`src/design/iahp_pkg.sv`:
```
// Shared constants for the IIR allpass Hilbert pair.
// No dependencies; the interfaces refer to it, the top level and testbench import it.
package iahp_pkg;

  localparam int DEF_SAMPLE_BITS    = 24;
  localparam int DEF_COEF_FRAC_BITS = 22;

  // Allpass sections: real first, real second, imag first, imag second.
  localparam int NUM_SECTIONS = 4;
  // Multiplied taps per section (the unit x[n-2] tap is a shift).
  localparam int NUM_TAPS     = 4;
  localparam int HIST_ENTRIES = 4;

  // History entry layout within a section.
  localparam int HIST_X1 = 0;
  localparam int HIST_X2 = 1;
  localparam int HIST_Y1 = 2;
  localparam int HIST_Y2 = 3;

endpackage

```
`src/design/iahp_in_if.sv`:
```
// Request channel carrying one input audio sample.
// Depends on iahp_pkg for the default sample width.
interface iahp_in_if #(
  parameter int SAMPLE_BITS = iahp_pkg::DEF_SAMPLE_BITS
);
  logic                          valid;
  logic                          ready;
  logic signed [SAMPLE_BITS-1:0] sample;

  modport source (output valid, output sample, input ready);
  modport sink   (input valid, input sample, output ready);
endinterface

```
`src/design/iahp_out_if.sv`:
```
// Request channel carrying one quadrature output pair.
// Depends on iahp_pkg for the default sample width.
interface iahp_out_if #(
  parameter int SAMPLE_BITS = iahp_pkg::DEF_SAMPLE_BITS
);
  logic                          valid;
  logic                          ready;
  logic signed [SAMPLE_BITS-1:0] real_out;
  logic signed [SAMPLE_BITS-1:0] imag_out;

  modport source (output valid, output real_out, output imag_out, input ready);
  modport sink   (input valid, input real_out, input imag_out, output ready);
endinterface

```
`src/design/iir_allpass_hilbert_pair_unit.sv`:
```
// IIR allpass Hilbert pair: top level with the shared multiply-accumulate sequencer.
// Depends on iahp_pkg, iahp_in_if and iahp_out_if.
//
//   channel   dir  payload                        request accepted when
//   samples   in   sample   (signed SAMPLE_BITS)  samples.valid && samples.ready
//   results   out  real_out, imag_out (signed)    results.valid && results.ready
//
// After the accept, one request runs 4 sections x 5 steps on the single shared
// multiplier (4 products per section, plus one step to add the last product,
// round, saturate and write history). samples.ready is high only when idle.
// rst is synchronous and clears all section histories to zero.
// A finished pair waits in a holding register while results stalls; the next
// sample is accepted as soon as the sequencer is idle, even with a result pending.
module iir_allpass_hilbert_pair_unit #(
  parameter int SAMPLE_BITS    = iahp_pkg::DEF_SAMPLE_BITS,
  parameter int COEF_FRAC_BITS = iahp_pkg::DEF_COEF_FRAC_BITS
) (
  input logic      clk,
  input logic      rst,
  iahp_in_if.sink  samples,
  iahp_out_if.source results
);
  import iahp_pkg::*;

  // History is two bits wider than a sample; coefficients are signed Q2.F.
  localparam int HIST_W = SAMPLE_BITS + 2;
  localparam int COEF_W = COEF_FRAC_BITS + 2;
  localparam int PROD_W = HIST_W + COEF_W;
  // Five products plus rounding bias need three guard bits.
  localparam int ACC_W  = PROD_W + 3;
  localparam int SHR_W  = ACC_W - COEF_FRAC_BITS;
  localparam int SEC_W  = $clog2(NUM_SECTIONS);
  localparam int TAP_IW = $clog2(NUM_TAPS);
  localparam int TAP_W  = $clog2(NUM_TAPS + 1);
  localparam logic [TAP_W-1:0] TAP_FINISH = TAP_W'(NUM_TAPS);
  localparam logic [SEC_W-1:0] SEC_LAST   = SEC_W'(NUM_SECTIONS - 1);

  // Coefficient magnitudes, round(c * 2^F) with ties away from zero.
  localparam longint K0 = ((longint'(94657)  << COEF_FRAC_BITS) + 50000)  / 100000;
  localparam longint K1 = ((longint'(194632) << COEF_FRAC_BITS) + 50000)  / 100000;
  localparam longint K2 = ((longint'(6338)   << COEF_FRAC_BITS) + 50000)  / 100000;
  localparam longint K3 = ((longint'(83774)  << COEF_FRAC_BITS) + 50000)  / 100000;
  localparam longint K4 = ((longint'(260502) << COEF_FRAC_BITS) + 500000) / 1000000;
  localparam longint K5 = ((longint'(2569)   << COEF_FRAC_BITS) + 50000)  / 100000;
  localparam longint K6 = ((longint'(870686) << COEF_FRAC_BITS) + 500000) / 1000000;
  localparam longint K7 = ((longint'(18685)  << COEF_FRAC_BITS) + 5000)   / 10000;

  // Per section: x[n] (a), x[n-1] (b), y[n-1] (c), y[n-2] (d).
  localparam logic signed [COEF_W-1:0] COEF_TAB [NUM_SECTIONS*NUM_TAPS] = '{
    COEF_W'(K0),  COEF_W'(-K1), COEF_W'(K1),  COEF_W'(-K0),
    COEF_W'(K2),  COEF_W'(-K3), COEF_W'(K3),  COEF_W'(-K2),
    COEF_W'(-K4), COEF_W'(K5),  COEF_W'(-K5), COEF_W'(K4),
    COEF_W'(K6),  COEF_W'(-K7), COEF_W'(K7),  COEF_W'(-K6)
  };

  localparam logic signed [ACC_W-1:0] ROUND_BIAS = ACC_W'(1) << (COEF_FRAC_BITS - 1);

  typedef enum logic [1:0] {ST_IDLE, ST_RUN, ST_HOLD} state_t;

  state_t                       state;
  logic [SEC_W-1:0]             sec;
  logic [TAP_W-1:0]             tap;
  logic signed [SAMPLE_BITS-1:0] samp;
  logic signed [HIST_W-1:0]     xin;
  // hist[0] always belongs to the section being worked; the sets rotate.
  logic signed [HIST_W-1:0]     hist [NUM_SECTIONS][HIST_ENTRIES];
  logic signed [PROD_W-1:0]     prod;
  logic signed [ACC_W-1:0]      acc;
  logic signed [SAMPLE_BITS-1:0] re_res;
  logic signed [SAMPLE_BITS-1:0] im_res;
  logic signed [SAMPLE_BITS-1:0] out_real;
  logic signed [SAMPLE_BITS-1:0] out_imag;
  logic                         out_valid;

  logic signed [COEF_W-1:0]     coef;
  logic signed [HIST_W-1:0]     opnd;
  logic signed [ACC_W-1:0]      base;
  logic signed [ACC_W-1:0]      sum;
  logic signed [SHR_W-1:0]      shr;
  logic signed [HIST_W-1:0]     sec_out;
  logic signed [SAMPLE_BITS-1:0] sec_sat;
  logic                         out_free;
  logic                         out_load;

  assign coef = COEF_TAB[{sec, tap[TAP_IW-1:0]}];

  always_comb begin
    case (tap[TAP_IW-1:0])
      2'd0:    opnd = xin;
      2'd1:    opnd = hist[0][HIST_X1];
      2'd2:    opnd = hist[0][HIST_Y1];
      default: opnd = hist[0][HIST_Y2];
    endcase
  end

  // Unit tap on x[n-2] enters as a shift, together with the half-LSB bias.
  assign base = (ACC_W'(hist[0][HIST_X2]) <<< COEF_FRAC_BITS) + ROUND_BIAS;
  assign sum  = acc + ACC_W'(prod);
  assign shr  = sum[ACC_W-1:COEF_FRAC_BITS];

  // Section result saturates to history width.
  always_comb begin
    if (shr[SHR_W-1:HIST_W-1] != {(SHR_W-HIST_W+1){shr[SHR_W-1]}}) begin
      sec_out = {shr[SHR_W-1], {(HIST_W-1){~shr[SHR_W-1]}}};
    end else begin
      sec_out = shr[HIST_W-1:0];
    end
  end

  // Chain output clamps to sample width.
  always_comb begin
    if (sec_out[HIST_W-1:SAMPLE_BITS-1] != {(HIST_W-SAMPLE_BITS+1){sec_out[HIST_W-1]}}) begin
      sec_sat = {sec_out[HIST_W-1], {(SAMPLE_BITS-1){~sec_out[HIST_W-1]}}};
    end else begin
      sec_sat = sec_out[SAMPLE_BITS-1:0];
    end
  end

  assign out_free = !out_valid || results.ready;
  // A new pair enters the output register this cycle.
  assign out_load = out_free && ((state == ST_HOLD) ||
                    (state == ST_RUN && tap == TAP_FINISH && sec == SEC_LAST));

  always_ff @(posedge clk) begin
    if (rst) begin
      state     <= ST_IDLE;
      sec       <= '0;
      tap       <= '0;
      out_valid <= 1'b0;
      for (int s = 0; s < NUM_SECTIONS; s++) begin
        for (int e = 0; e < HIST_ENTRIES; e++) begin
          hist[s][e] <= '0;
        end
      end
    end else begin
      if (out_load) begin
        out_valid <= 1'b1;
      end else if (out_valid && results.ready) begin
        out_valid <= 1'b0;
      end
      unique case (state)
        ST_IDLE: begin
          if (samples.valid) begin
            samp  <= samples.sample;
            xin   <= HIST_W'(samples.sample);
            sec   <= '0;
            tap   <= '0;
            state <= ST_RUN;
          end
        end
        ST_RUN: begin
          if (tap != TAP_FINISH) begin
            prod <= PROD_W'(coef) * PROD_W'(opnd);
            acc  <= (tap == '0) ? base : sum;
            tap  <= tap + 1'b1;
          end else begin
            // Retire this section's history into the back of the rotation.
            for (int s = 0; s < NUM_SECTIONS - 1; s++) begin
              hist[s] <= hist[s+1];
            end
            hist[NUM_SECTIONS-1][HIST_X1] <= xin;
            hist[NUM_SECTIONS-1][HIST_X2] <= hist[0][HIST_X1];
            hist[NUM_SECTIONS-1][HIST_Y1] <= sec_out;
            hist[NUM_SECTIONS-1][HIST_Y2] <= hist[0][HIST_Y1];
            tap <= '0;
            sec <= sec + 1'b1;
            if (sec[0] == 1'b0) begin
              // first section of a chain feeds the second
              xin <= sec_out;
            end else if (sec != SEC_LAST) begin
              // real chain done; imag chain restarts from the sample
              re_res <= sec_sat;
              xin    <= HIST_W'(samp);
            end else begin
              im_res <= sec_sat;
              if (out_free) begin
                out_real  <= re_res;
                out_imag  <= sec_sat;
                state     <= ST_IDLE;
              end else begin
                state <= ST_HOLD;
              end
            end
          end
        end
        ST_HOLD: begin
          if (out_free) begin
            out_real  <= re_res;
            out_imag  <= im_res;
            state     <= ST_IDLE;
          end
        end
        default: state <= ST_IDLE;
      endcase
    end
  end

  assign samples.ready    = (state == ST_IDLE);
  assign results.valid    = out_valid;
  assign results.real_out = out_real;
  assign results.imag_out = out_imag;

endmodule

```
`src/flat_wrapper.sv`:
```
// flat-port wrapper written by rule: the top's interface ports become plain ports
module iir_allpass_hilbert_pair_unit_flat import iahp_pkg::*;
#(
  parameter int SAMPLE_BITS    = iahp_pkg::DEF_SAMPLE_BITS,
  parameter int COEF_FRAC_BITS = iahp_pkg::DEF_COEF_FRAC_BITS
)
  (clk, rst, samples_valid, samples_sample, samples_ready, results_valid, results_real_out, results_imag_out, results_ready);
  iahp_in_if #(.SAMPLE_BITS(SAMPLE_BITS)) samples_i ();
  iahp_out_if #(.SAMPLE_BITS(SAMPLE_BITS)) results_i ();
  input logic clk;
  input logic rst;
  input wire logic [$bits(samples_i.valid)-1:0] samples_valid;
  input wire logic [$bits(samples_i.sample)-1:0] samples_sample;
  output wire logic [$bits(samples_i.ready)-1:0] samples_ready;
  output wire logic [$bits(results_i.valid)-1:0] results_valid;
  output wire logic [$bits(results_i.real_out)-1:0] results_real_out;
  output wire logic [$bits(results_i.imag_out)-1:0] results_imag_out;
  input wire logic [$bits(results_i.ready)-1:0] results_ready;
  assign samples_i.valid = samples_valid;
  assign samples_i.sample = samples_sample;
  assign samples_ready = samples_i.ready;
  assign results_valid = results_i.valid;
  assign results_real_out = results_i.real_out;
  assign results_imag_out = results_i.imag_out;
  assign results_i.ready = results_ready;
  iir_allpass_hilbert_pair_unit #(.SAMPLE_BITS(SAMPLE_BITS), .COEF_FRAC_BITS(COEF_FRAC_BITS)) u_core (.clk(clk), .rst(rst), .samples(samples_i), .results(results_i));
endmodule
```
`config.mk`:
```
export PLATFORM = sky130hd
export DESIGN_NAME = iir_allpass_hilbert_pair_unit_flat
export DESIGN_NICKNAME = d
export VERILOG_FILES = /design/src/design/iahp_pkg.sv /design/src/design/iahp_in_if.sv /design/src/design/iahp_out_if.sv /design/src/design/iir_allpass_hilbert_pair_unit.sv /design/src/flat_wrapper.sv
export SDC_FILE = /design/constraint.sdc
export NUM_CORES = 2
export LEC_CHECK = 0
export CAP_MARGIN = 20
export CORE_ASPECT_RATIO = 0.8
export CORE_MARGIN = 3
export CORE_UTILIZATION = 57
export DETAILED_ROUTE_END_ITERATION = 7
export DONT_BUFFER_PORTS = 1
export GPL_TIMING_DRIVEN = 0
export PLACE_DENSITY = 0.82
export SLEW_MARGIN = 25
export SYNTH_ARGS = -nofsm -noshare
export SYNTH_HDL_FRONTEND = slang
export SYNTH_SLANG_ARGS = --single-unit
```
`constraint.sdc`:
```
create_clock -name clk -period 10.26 [get_ports clk]
set_input_delay 1.026 -clock clk [delete_from_list [all_inputs] [get_ports clk]]
set_output_delay 1.026 -clock clk [all_outputs]
set_load 0.01 [all_outputs]
```
## Word level (Yosys, flattened, before mapping)

Memory sizes are Yosys's and may differ from the RTL's.
Index checks and enable logic that the tools add are counted.

| operators by class | value |
|---|---|
| $lt $le $gt $ge | 1 |
| $add $sub $neg | 4 |
| reduce and logical (&&, ||, !) cells | 23 |
| $mul | 1 |
| equal/unequal tests | 17 |
| bitwise operators | 13 |
| multiplexer cells | 50 |

Operator list:

| cell | count |
|---|---|
| $mux W104 | 3 |
| $mux W24 | 12 |
| $mux W26 | 9 |
| $pmux W24 S2 | 2 |
| $pmux W26 S3 | 1 |
| $add A53 B50 Y53 | 1 |
| $mux W53 | 1 |
| $pmux W26 S2 | 1 |
| $mul A24 B26 Y50 | 1 |
| $add A48 B23 Y49 const B | 1 |
| $reduce_and A5 Y1 | 5 |
| $mux W2 | 8 |
| $reduce_and A3 Y1 | 3 |
| $mux W1 | 8 |
| $ne A2 B2 Y1 const B | 4 |
| $or A1 B1 Y1 | 7 |
| $reduce_and A7 Y1 | 1 |
| $eq A2 B2 Y1 const B | 3 |
| $mux W3 | 2 |
| $ne A2 B1 Y1 const B | 3 |
| $ne A3 B3 Y1 const B | 2 |
| $pmux W2 S3 | 1 |
| $pmux W3 S2 | 1 |
| $reduce_bool A2 Y1 | 3 |
| other kinds (16) | 26 |

| storage, ports and cells | value |
|---|---|
| memories kept | 2 |
| bits in writable memories | 416 |
| memory bits (read-only) | 384 |
| output and inout bits | 50 |
| flip-flop bits (word level) | 257 |

Memory list:

| name | depth | bits a word | rd ports | clocked after Yosys merged registers in | write ports | RTL line | source |
|---|---|---|---|---|---|---|---|
| u_core.hist | 4 | 104 | 4 | 0 | 4 | iir_allpass_hilbert_pair_unit.sv:66 | `logic signed [HIST_W-1:0] hist [NUM_SECTIONS][HIST_ENTRIES];` |
| (name not given) | 16 | 24 | 1 | 0 | 0 | iir_allpass_hilbert_pair_unit.sv:85 | `assign coef = COEF_TAB[{sec, tap[TAP_IW-1:0]}];` |

## Depth between registers and ports, before layout

| depth | value |
|---|---|
| depth in word-level cells | 10 |
| gate-level depth with buffers | 36 |
| gate-level depth less buffers | 32 |

## Worst setup path before layout

OpenSTA, ideal clock, no wires.

| path | value |
|---|---|
| path type | register -> register |
| start point | register u_core.tap[0] |
| end point | register u_core.prod[49], data pin |
| arrival | 8507 ps |
| stages on the path, launching flop included | 32 |
| slack | 1493 ps |
| period minus slack after synthesis | 8767 ps |
| cell sequence | dfxtp_1 clkbuf_1 inv_1 ha_1 clkbuf_1 clkbuf_1 nor2_1 nor2_1 a21oi_1 clkbuf_1 nor2_1 fa_1 fa_1 inv_1 fa_1 inv_1 fa_1 fa_1 fa_1 fa_1 ha_1 a21o_1 a21o_1 a21o_1 a21o_1 a21o_1 a21o_1 a21oi_1 nor3b_1 o31ai_1 a31oi_1 xnor2_1 |

| between the ends | value |
|---|---|
| longest elaborated chain between the ends | 5 |
| elaborated cells between the ends (all ways) | 9 |
| classes of those cells | 1 x mul; 2 x eq/ne; 3 x mux; 1 x bitwise; 1 x reduce/logical; 1 x memory |

Ends and longest elaborated chain:

| element | RTL line | source |
|---|---|---|
| start, declared | iir_allpass_hilbert_pair_unit.sv:62 | `logic [TAP_W-1:0] tap;` |
| start signal, assigned | iir_allpass_hilbert_pair_unit.sv:155 | `tap <= tap + 1'b1;` |
| $not A4 Y5 (not written as such) | iir_allpass_hilbert_pair_unit.sv:85 |  |
| $mem_v2 Z16 W24 | - |  |
| $mux W24 (not written as such) (2 in a row) | iir_allpass_hilbert_pair_unit.sv:85 |  |
| $mul A24 B26 Y50 * | iir_allpass_hilbert_pair_unit.sv:153 | `prod <= PROD_W'(coef) * PROD_W'(opnd);` |
| end signal, assigned | iir_allpass_hilbert_pair_unit.sv:153 |  |
| end, declared | iir_allpass_hilbert_pair_unit.sv:67 | `logic signed [PROD_W-1:0] prod;` |

Every way passes the cells marked *; elsewhere a longest branch is shown, timed or not. The select of a mux whose other input is x is not followed.
A chain may end at the register's enable or synchronous reset.

## Worst setup path in the final report

| path | value |
|---|---|
| start point | register u_core.tap[0] |
| end point | register u_core.prod[48], data pin |

Same word-level chain as after synthesis.

==> impl_results.md <==
- Root Buffer: clkbuf_16
- Final setup viols: 0
- Synthesized Nets: 5,840
- Hold buffers post-CTS: 0
- Final net count: 5,928
- FF-to-FF path depth: 33
- Fmax: 0.0989 GHz
- Slew Viols, Final: 0
- Hold/Removal Path Class: flip-flop to flip-flop
- Placed cell count: 6,170
- Ranking of synthesized cells by area: edfxtp_1, fa_1, dfxtp_1
- Number of flops mapped to enable cells by yosys: 483
- Gr usage total: 34.2%
- Global-route wire length before repair: 235,000 um
- Num CTS Buffers: 55
- Worst slew margin: 13.6%
- Die W: 339 um
- Worst path max stage delay: 570 ps
- Clock skew: 23.4 ps
- Syn Inst Count: 4,958
- Gp weighted congestion: 1.04
- Top cell by count, worst path: fa_1
- # DRC: 12
- Worst hold path depth: 0
- Post-route ant nets: 0
- Failing checks: design-rule violations
- Critical Path Fanout Max: 10
- Die area: 92,400 sq um
- Synth-to-layout area growth: 8.93%
- Clock Sinks: 673
- Share of the synthesized area in the top cell type: 28.7%
- DRT Pass-1 Iters: 8
- Drt via density: 5.97
- Port Buffers: 0
- Initial Util: 57.6%
- Slew of the pin with the lowest slew margin: 1300 ps
- Sequential share of the synthesized area: 36.2%
- Largest area contributor in the netlist: edfxtp_1
- H-tree levels: 2
- Chip height: 272 um
- Pin count of the biggest net entering global routing: 56
- Core Util, Final: 62.8%
- Core Region: 87,700 sq um
- #FFs+latches synth: 673
- Final Hold Fails: 0
- FP Rows: 97
- Post-synth cell types: 89
- Data required, critical path: 10,590 ps
- Initial antenna violation count: 6
- Status: finished, violations left
- Layout cells sized above 1: 7.11%
- Final min period: 10,110 ps
- Overflow after GRT: 0
- Mapped Area: 50,600 sq um
- Iteration-0 DRC Markers: 4,728
- Skew-Pair Late Insertion Delay: 630 ps
- Post-synth ARST share: 0%
- Worst Path Arrival: 10,440 ps
- Final Non-Filler Cells: 6,282
- Vias: 37,500
- Clock Tree Buf Depth: 3
- CTS tree: built
- Drt wl/cell: 25.0 um
- Reg clk slew, reported paths: 70 ps
- HPWL Detailed: 125,000 um
- Syn. warnings: 0
- CP startpoint kind: flip-flop
- WL final: 157,000 um
- Vias in the first global route: 37,400
- Crit share post-route: 98.5%
- Crit-path slowest cell: fa_1
- Main synth FF type: edfxtp_1
- Io pins: 78
- Max-Cap Viols: 0
- Post-synthesis area per instance: 10.2 sq um
- Setup Crit Path Kind: flip-flop to flip-flop
- Crit. End Element: flip-flop
[final timing paths]
path	start	to	slack, ps
worst max-delay path	u_core.tap[0]	u_core.prod[48]	150
worst min-delay path	u_core.re_res[12]	u_core.results.real_out[12]	420
worst max register to register	u_core.tap[0]	u_core.prod[48]	150
worst min register to register	u_core.re_res[12]	u_core.results.real_out[12]	420
[worst max-delay path, delay by kind of cell (launching register included)]
family / cells / cell delay, ps
adders and majority gates: 9 / 4210
muxes: 1 / 450
DFF: 1 / 380
and+or+nand+nor: 3 / 420
buffers and inverters: 9 / 1700
xor gates and xnor gates: 1 / 180
AOI/OAI and AO/OA: 10 / 2460
[synth_stat cells (34+ instances only)]
master    instances
nand2_1         794
inv_1           709
fa_1            652
edfxtp_1        483
nor2_1          391
a21oi_1         267
and2_1          246
clkbuf_1        216
ha_1            202
dfxtp_1         190
o21ai_0         138
xnor2_1          71
a21o_1           50
xor2_1           40
o22ai_1          37
o21a_1           36
nor3_1           34
[kinds of logic (layout without fill, tap and decap cells)]
family | count (synthesis) | count (layout) | share of synthesized area [%]
adder cells (fa/ha/maj) | 854 | 854 | 30.8
flip-flops | 673 | 673 | 36.2
AND/OR/NAND/NOR | 1597 | 1597 | 13.9
AO/OA/AOI/OAI | 701 | 701 | 8.68
multiplexers | 54 | 54 | 1.14
other | 0 | 1 | 0
XOR/XNOR | 113 | 113 | 1.99
buffers and inverters | 966 | 1101 | 7.30
[state kept, by name, indices dropped and copies added (netlist names), 2 cells and up]
name                     flops
u_core.hist                416
u_core.xin                  26
u_core.acc                  53
u_core.tap                   3
u_core.state                 2
u_core.prod                 50
u_core.results.real_out     24
u_core.samp                 24
u_core.sec                   2
u_core.re_res               24
u_core.results.imag_out     24
u_core.im_res               24
[final cells by class]
class | instances | area, sq um
Tap cell | 1188 | 1490
Multi-Input combinational cell | 3319 | 29100
Timing Repair Buffer | 42 | 518
Antenna cell | 1 | 2.50
Buffer | 243 | 1080
Inverter | 712 | 2690
Fill cell | 6883 | 32700
Clock inverter | 35 | 380
Sequential cell | 673 | 18300
Clock buffer | 69 | 1490
[cells in the final DEF, fill, tap and decap left out, types with 34 or more instances in the layout]
master       n
clkbuf_16   56
o21a_1      36
clkbuf_2    40
o22ai_1     36
fa_1       649
xnor2_1     61
ha_1       198
o21ai_0    137
dfxtp_1    190
nand2_1    791
xor2_1      38
and2_1     246
buf_4       34
clkbuf_1   162
nor2_1     386
a21o_1      50
edfxtp_1   483
a21oi_1    257
inv_1      706
[routing by layer]
metal / global-route usage, % / wire (um) / vias up
met5: 0 / 57 / -
met4: 11.8 / 6600 / 4
met3: 11.9 / 22700 / 415
met2: 47.6 / 63700 / 2377
met1: 49.9 / 63800 / 18600
li1: - / - / 16100
[per-stage QoR]
stage	area, sq um	TNS (ps)	setup WS [ps]	hold slack, ps
finish	55100	0	150	417
global placement	52100	-116200	-2370	404
floorplan	50600	0	1490	400
CTS	54800	0	2.62	417
global route	55100	-63.3	-37.4	423
detailed placement	52700	-33200	-2160	405
[repair_timing]
action                     CTS  global route
buffers inserted             5            13
pin swaps                    1             5
setup endpoints to repair   29            12
gates resized for setup     73            74
Power is left out: the tool's default activity adds up to more than one toggle a clock period on the data nets, which glitch-free logic cannot reach.
